===== config.mk =====
export PLATFORM = sky130hd
export DESIGN_NAME = dlf_ctrl
export DESIGN_NICKNAME = d
export VERILOG_FILES = /design/src/design/dlf_pkg.sv /design/src/design/dlf_ctrl.sv
export SDC_FILE = /design/constraint.sdc
export NUM_CORES = 1
export LEC_CHECK = 0
export BUFFER_PORTS_ARGS = -buffer_cell sky130_fd_sc_hd__buf_4
export CAP_MARGIN = 15
export CORE_MARGIN = 2
export CORE_UTILIZATION = 49
export DETAILED_ROUTE_END_ITERATION = 10
export PLACE_DENSITY_LB_ADDON = 0.15
export SLEW_MARGIN = 5
export SYNTH_ARGS = -nofsm -noshare
export SYNTH_HDL_FRONTEND = slang
export SYNTH_SLANG_ARGS = --single-unit

===== constraint.sdc =====
create_clock -name clock -period 2.4 [get_ports clock]
set_clock_uncertainty 0.05 [all_clocks]
set_input_delay 0.48 -clock clock [delete_from_list [all_inputs] [get_ports clock]]
set_output_delay 0.48 -clock clock [all_outputs]
set_load 0.05 [all_outputs]

===== src/design/dlf_pkg.sv =====
// Shared constants, codes, types and tables of the dense layer block.
package dlf_pkg;

   localparam int VALUE_W    = 16;
   localparam int ACC_W      = 40;
   localparam int PROD_W     = 2 * VALUE_W;
   localparam int MAX_INPUTS = 64;
   localparam int MAX_UNITS  = 16;
   localparam int ROW_W      = $clog2(MAX_INPUTS);
   localparam int UNIT_W     = $clog2(MAX_UNITS);
   localparam int OP_W       = 2;
   localparam int NI_W       = 7;
   localparam int NU_W       = 5;
   localparam int MODE_W     = 2;
   localparam int CSR_IDX_W  = 2;
   localparam int CSR_DATA_W = 7;
   localparam int FRAC       = 12;

   // exp(-t): t in Q.16, result in Q.30
   localparam int EXP_ARG_W  = 33;
   localparam int EXP_W      = 31;
   localparam int RANGE_W    = 21;
   localparam int K_W        = 6;
   localparam int S_W        = 16;
   localparam int Y_W        = 32;
   localparam int LN2_Q16    = 45426;
   localparam int EXP_LIMIT  = 40 * LN2_Q16;
   localparam int ONE_Q30    = 1 << 30;

   // rounding divider
   localparam int NUM_W      = 43;
   localparam int DEN_W      = 35;
   localparam int REM_W      = 44;
   localparam int QUOT_W     = 13;
   localparam int QSTEP_W    = 4;

   localparam logic [OP_W-1:0] OP_WEIGHT  = 2'd0;
   localparam logic [OP_W-1:0] OP_BIAS    = 2'd1;
   localparam logic [OP_W-1:0] OP_REPLACE = 2'd2;
   localparam logic [OP_W-1:0] OP_SAMPLE  = 2'd3;

   localparam logic [MODE_W-1:0] MODE_IDENTITY = 2'd0;
   localparam logic [MODE_W-1:0] MODE_LOGISTIC = 2'd1;
   localparam logic [MODE_W-1:0] MODE_TANH     = 2'd2;
   localparam logic [MODE_W-1:0] MODE_SOFTMAX  = 2'd3;

   localparam logic [CSR_IDX_W-1:0] CSR_NUM_INPUTS    = 2'd0;
   localparam logic [CSR_IDX_W-1:0] CSR_NUM_UNITS     = 2'd1;
   localparam logic [CSR_IDX_W-1:0] CSR_TRANSFER_MODE = 2'd2;

   typedef enum logic [3:0] {
      ST_IDLE,
      ST_MAC,
      ST_MAC_WAIT,
      ST_MAX,
      ST_EXP,
      ST_EXP_WAIT,
      ST_DIV,
      ST_DIV_WAIT,
      ST_OUT
   } ctrl_state_type;

   typedef enum logic [1:0] {
      EXP_IDLE,
      EXP_RANGE,
      EXP_SERIES,
      EXP_SCALE
   } exp_phase_type;

   typedef struct packed {
      logic              capture;
      logic              first;
      logic              mac_issue;
      logic              max_step;
      logic              sum_clear;
      logic              exp_start;
      logic              e_store;
      logic              div_start;
      logic              out_load;
      logic              out_last;
      logic [ROW_W-1:0]  sample_idx;
      logic [UNIT_W-1:0] unit;
      logic [MODE_W-1:0] mode;
   } dlf_cmd_type;

   typedef struct packed {
      logic mac_busy;
      logic exp_done;
      logic div_done;
      logic out_free;
   } dlf_status_type;

   // ln(1 + 2^-(i+1)) in Q.16
   function automatic logic [S_W-1:0] ln_step(input logic [3:0] i);
      logic [S_W-1:0] v;
      case (i)
         4'd0:    v = 16'd26573;
         4'd1:    v = 16'd14624;
         4'd2:    v = 16'd7719;
         4'd3:    v = 16'd3973;
         4'd4:    v = 16'd2017;
         4'd5:    v = 16'd1016;
         4'd6:    v = 16'd510;
         4'd7:    v = 16'd256;
         4'd8:    v = 16'd128;
         4'd9:    v = 16'd64;
         4'd10:   v = 16'd32;
         4'd11:   v = 16'd16;
         4'd12:   v = 16'd8;
         4'd13:   v = 16'd4;
         4'd14:   v = 16'd2;
         default: v = 16'd1;
      endcase
      return v;
   endfunction

endpackage


===== src/design/dlf_ctrl.sv =====
// Controller: settings registers, sample count and the sequencing state machine.
module dlf_ctrl (
   input  logic                           clock,
   input  logic                           reset,
   input  logic                           req_valid,
   output logic                           req_ready,
   input  logic [dlf_pkg::OP_W-1:0]       req_operation,
   input  logic                           csr_write_en,
   input  logic [dlf_pkg::CSR_IDX_W-1:0]  csr_index,
   input  logic [dlf_pkg::CSR_DATA_W-1:0] csr_write_data,
   input  dlf_pkg::dlf_status_type        status,
   output dlf_pkg::dlf_cmd_type           cmd
);
   import dlf_pkg::*;

   ctrl_state_type    state_ff, state_in;
   logic [UNIT_W-1:0] u_ff, u_in;
   logic [ROW_W-1:0]  cnt_ff, cnt_in;
   logic [NI_W-1:0]   num_inputs_ff;
   logic [NU_W-1:0]   num_units_ff;
   logic [MODE_W-1:0] mode_ff;

   logic [NI_W-1:0]   ni;
   logic [NU_W-1:0]   nu;
   logic [UNIT_W-1:0] last_u;
   logic              last_sample;
   logic              at_last_u;

   always_ff @(posedge clock) begin
      if (reset) begin
         num_inputs_ff <= NI_W'(MAX_INPUTS);
         num_units_ff  <= NU_W'(MAX_UNITS);
         mode_ff       <= MODE_IDENTITY;
      end else if (csr_write_en) begin
         case (csr_index)
            CSR_NUM_INPUTS:    num_inputs_ff <= csr_write_data[NI_W-1:0];
            CSR_NUM_UNITS:     num_units_ff  <= csr_write_data[NU_W-1:0];
            CSR_TRANSFER_MODE: mode_ff       <= csr_write_data[MODE_W-1:0];
            default: ;
         endcase
      end
   end

   // clamp counts into their legal ranges
   always_comb begin
      if (num_inputs_ff == '0) begin
         ni = NI_W'(1);
      end else if (num_inputs_ff > NI_W'(MAX_INPUTS)) begin
         ni = NI_W'(MAX_INPUTS);
      end else begin
         ni = num_inputs_ff;
      end
      if (num_units_ff == '0) begin
         nu = NU_W'(1);
      end else if (num_units_ff > NU_W'(MAX_UNITS)) begin
         nu = NU_W'(MAX_UNITS);
      end else begin
         nu = num_units_ff;
      end
   end

   assign last_u      = UNIT_W'(nu - NU_W'(1));
   assign at_last_u   = (u_ff == last_u);
   assign last_sample = ((NI_W'(cnt_ff) + NI_W'(1)) >= ni);

   always_comb begin
      state_in = state_ff;
      u_in     = u_ff;
      cnt_in   = cnt_ff;
      cmd      = '0;
      cmd.sample_idx = cnt_ff;
      cmd.unit       = u_ff;
      cmd.mode       = mode_ff;
      cmd.first      = (cnt_ff == '0);
      cmd.out_last   = at_last_u;
      req_ready      = (state_ff == ST_IDLE);
      case (state_ff)
         ST_IDLE: begin
            if (req_valid) begin
               cmd.capture = 1'b1;
               if (req_operation == OP_SAMPLE) begin
                  u_in     = '0;
                  state_in = ST_MAC;
               end
            end
         end
         ST_MAC: begin
            cmd.mac_issue = 1'b1;
            u_in          = u_ff + 1'b1;
            if (u_ff == UNIT_W'(MAX_UNITS - 1)) begin
               state_in = ST_MAC_WAIT;
            end
         end
         ST_MAC_WAIT: begin
            if (!status.mac_busy) begin
               u_in = '0;
               if (last_sample) begin
                  cnt_in = '0;
                  case (mode_ff)
                     MODE_SOFTMAX:  state_in = ST_MAX;
                     MODE_IDENTITY: state_in = ST_OUT;
                     default:       state_in = ST_EXP;
                  endcase
               end else begin
                  cnt_in   = cnt_ff + 1'b1;
                  state_in = ST_IDLE;
               end
            end
         end
         ST_MAX: begin
            cmd.max_step = 1'b1;
            if (at_last_u) begin
               cmd.sum_clear = 1'b1;
               u_in          = '0;
               state_in      = ST_EXP;
            end else begin
               u_in = u_ff + 1'b1;
            end
         end
         ST_EXP: begin
            cmd.exp_start = 1'b1;
            state_in      = ST_EXP_WAIT;
         end
         ST_EXP_WAIT: begin
            if (status.exp_done) begin
               if (mode_ff == MODE_SOFTMAX) begin
                  // gather every exponent and the sum before dividing
                  cmd.e_store = 1'b1;
                  if (at_last_u) begin
                     u_in     = '0;
                     state_in = ST_DIV;
                  end else begin
                     u_in     = u_ff + 1'b1;
                     state_in = ST_EXP;
                  end
               end else begin
                  state_in = ST_DIV;
               end
            end
         end
         ST_DIV: begin
            cmd.div_start = 1'b1;
            state_in      = ST_DIV_WAIT;
         end
         ST_DIV_WAIT: begin
            if (status.div_done) begin
               state_in = ST_OUT;
            end
         end
         ST_OUT: begin
            if (status.out_free) begin
               cmd.out_load = 1'b1;
               if (at_last_u) begin
                  u_in     = '0;
                  state_in = ST_IDLE;
               end else begin
                  u_in = u_ff + 1'b1;
                  case (mode_ff)
                     MODE_IDENTITY: state_in = ST_OUT;
                     MODE_SOFTMAX:  state_in = ST_DIV;
                     default:       state_in = ST_EXP;
                  endcase
               end
            end
         end
         default: begin
            state_in = ST_IDLE;
         end
      endcase
   end

   always_ff @(posedge clock) begin
      if (reset) begin
         state_ff <= ST_IDLE;
         u_ff     <= '0;
         cnt_ff   <= '0;
      end else begin
         state_ff <= state_in;
         u_ff     <= u_in;
         cnt_ff   <= cnt_in;
      end
   end

endmodule


==> impl_metrics.yaml <==
synth:
  syn_inst: 240
  ys_ff_latch: 28
  syn_avg_cell_area_um2: 8.091
  synth_flop_cell: "dfxtp_1"
  async_flop_share: 0
  synth_enable_flop_cells: 0
  yosysSeqAreaShare: 0.2887
  synthesis.nets: 274
  ys_warn_count: 0
  ys_types: 53
  synthesis.area_mm2: 0.001942
floorplan:
  dieArea_mm2: 0.004482
  die_y_um: 66.95
  ios: 42
  core_mm2: 0.003744
  die_w_um: 66.95
  rows: 22
  initial_core_util: 0.5187
drt:
  post_drt_wl_per_cell_um: 14.00
  top_layer_used: "met4"
  ant_nets: 0
  drc: 0
  drtIter0Drc: 142
  wl_met1_mm: 2.316
  viasPerCell: 5.501
  first_pass_iters: 4
  dr_wl_met2_mm: 2.413
  routed_wl_mm: 4.942
  wl_met3_um: 189
  vias: 1942
layout:
  final_util: 0.7266
  areaGrowthSynthToFinish_pct: 40.08
  n_antenna_cell: 0
  fin_nets: 340
  drive_gt1_frac: 0.3672
global_routing:
  antenna_found_initial: 0
  grtUsageTotal: 0.2236
  grt_pass1_wl_mm: 7.838
  overflow: 0
  grt_pass1_vias: 1779
  grt_start_max_net_pins: 22
setup_path:
  startpoint_type: "register"
  path_class: "reg -> out"
  crit_required_ns: 1.87
  arrival_ns: 2.30
  cp_max_fo: 3
  critPathCaptureType: "output port"
timing:
  fin_ws_ns: -0.4342
  min_period_ns: 2.834
  finalSetupViolCount: 10
  finalHoldViolCount: 0
  slew_violations: 0
  holdWs_ns: 0.3798
  clock.fmax_ghz: 0.3528
  maxSlewHeadroom: 0.6371
  tightest_slew_ns: 0.5368
  fin_crit_sh: 1.181
  rsz0062_at_grt: "yes"
cts:
  ctsHoldBuffers: 0
  clk_pin_slew_worst_paths_ns: 0.10
  clock_path_buffers: 2
  cts_sinks: 28
  cts_root_buf: "clkbuf_8"
  numCtsBuffers: 3
  ctsHtreeMaxLevel: 1
  clk_latency_ns: 0.27
  cts_tree: "yes"
power_and_ir_drop:
  leakagePower_uw: 0.001231
  max-vdd-ir-drop_v: 0.0003480
  finalPower_uw: 1735
  p_per_area_mw_per_mm2: 638.0
place:
  io_buffers: 41
  gp_congestion: 0.8423
  dpl.hpwl_mm: 3.667
flow_run:
  drv_cap: 0
status:
  outcome: "finished with violations"
  violations: "setup timing"
worst_hold_path:
  hold_class: "in -> reg"
logic make-up after synthesis:
family / synth area share
and+or+nand+nor: 0.2700
AOI/OAI and AO/OA: 0.1585
DFF: 0.2887
buffers and inverters: 0.04961
muxes: 0.08247
adders and majority gates: 0.09665
xor gates and xnor gates: 0.05412
final timing paths:
kind	from	to	slack, ns	cells past startpoint
worst max-delay path	num_units_ff[1]	cmd[17]	-0.43	9
worst min register to register	num_inputs_ff[0]	num_inputs_ff[0]	0.48	2
worst min-delay path	csr_write_data[6]	num_inputs_ff[6]	0.38	3
worst max register to register	num_units_ff[1]	state_ff[1]	-0.11	11
synth_stat cells, drive strengths merged, types with 2 or more instances:
cell type | count | area (µm²)
xnor2 | 8 | 70.07
inv | 14 | 52.55
nand4bb | 2 | 22.52
o21ai | 6 | 30.03
a21oi | 14 | 70.07
a311oi | 2 | 17.52
or2 | 5 | 31.28
mux2i | 16 | 160.2
a31oi | 5 | 31.28
nand3 | 5 | 25.02
clkbuf | 6 | 22.52
nor2 | 35 | 131.4
a21o | 2 | 16.27
and2 | 5 | 32.53
a211oi | 4 | 42.54
nor3 | 4 | 20.02
a22oi | 2 | 15.01
ha | 15 | 187.7
or3 | 3 | 20.02
nor4 | 4 | 25.02
xor2 | 4 | 35.03
nor2b | 2 | 12.51
nand2b | 4 | 25.02
nor3b | 2 | 15.01
dfxtp | 28 | 560.5
nand3b | 2 | 15.01
o211ai | 2 | 15.01
nand2 | 18 | 70.07
buf | 4 | 21.27
placed cells by master (no fill, tap or decap), drive strengths merged, types with 2 or more instances in the layout:
master,instances
ha,15
nor3,4
a31oi,5
or3,3
nor2,35
a21oi,14
or2,5
a22oi,2
nor4,4
a311oi,2
o21ai,6
xor2,4
nand3b,2
nor2b,2
dfxtp,28
o211ai,2
buf,71
nand2b,4
a21o,2
mux2i,16
nor3b,2
nand3,5
inv,14
nand4bb,2
and2,5
xnor2,8
nand2,18
clkbuf,3
a211oi,4
area by class of cell:
type	count	area, µm²
clock inverter	1	3.754
clock buffer	3	41.29
sequential	28	575.6
inverter	14	52.55
multi-input combinational	188	1435
timing repair buffer	71	551.8
tap	48	60.06
fill	321	1023
worst max-delay path, cell delays in order (launching register included):
cell and delay [ns]:
dfxtp_2 0.33, or4_4 0.53, and2_4 0.16, ha_4 0.15
xnor2_2 0.12, xnor2_1 0.16, a211oi_4 0.19, nand2_2 0.13
nor2_4 0.11, buf_8 0.15
flip-flops by register name, summed over array words and instances, names as in the netlist:
name / flops
u_ff: 4
state_ff: 4
cnt_ff: 6
mode_ff: 2
num_units_ff: 5
num_inputs_ff: 7
layer usage:
| metal | vias to the layer above | GRT usage |
|---|---|---|
| met3 | 2 | 0.02534 |
| met5 | - | 0 |
| met4 | 0 | 0.04337 |
| met1 | 918 | 0.3000 |
| li1 | 976 | - |
| met2 | 46 | 0.3863 |
per-stage QoR:
step	setup WS [ns]	instances	cell area [µm²]	setup TNS, ns
after detailed placement	-0.1619	344	2544	-0.7046
final	-0.4342	353	2720	-1.143
after global routing	-0.5324	353	2720	-2.183
after global placement	-0.1249	344	2544	-0.2658
after floorplan	-0.1913	240	2046	-0.5591
after CTS	-0.4373	349	2615	-1.162
repair_timing:
item,4_1_cts,5_1_grt
gates resized for setup,7,15
setup endpoints to repair,6,13
pin swaps,1,3
setup buffers,1,4
power breakdown:
group          total [µW]  switching [µW]  internal [µW]
Clock                 262             148            115
Sequential            583            77.3            506
Combinational         890             520            370
Total                1740             745            991
Power figures use the tool's default switching activity.
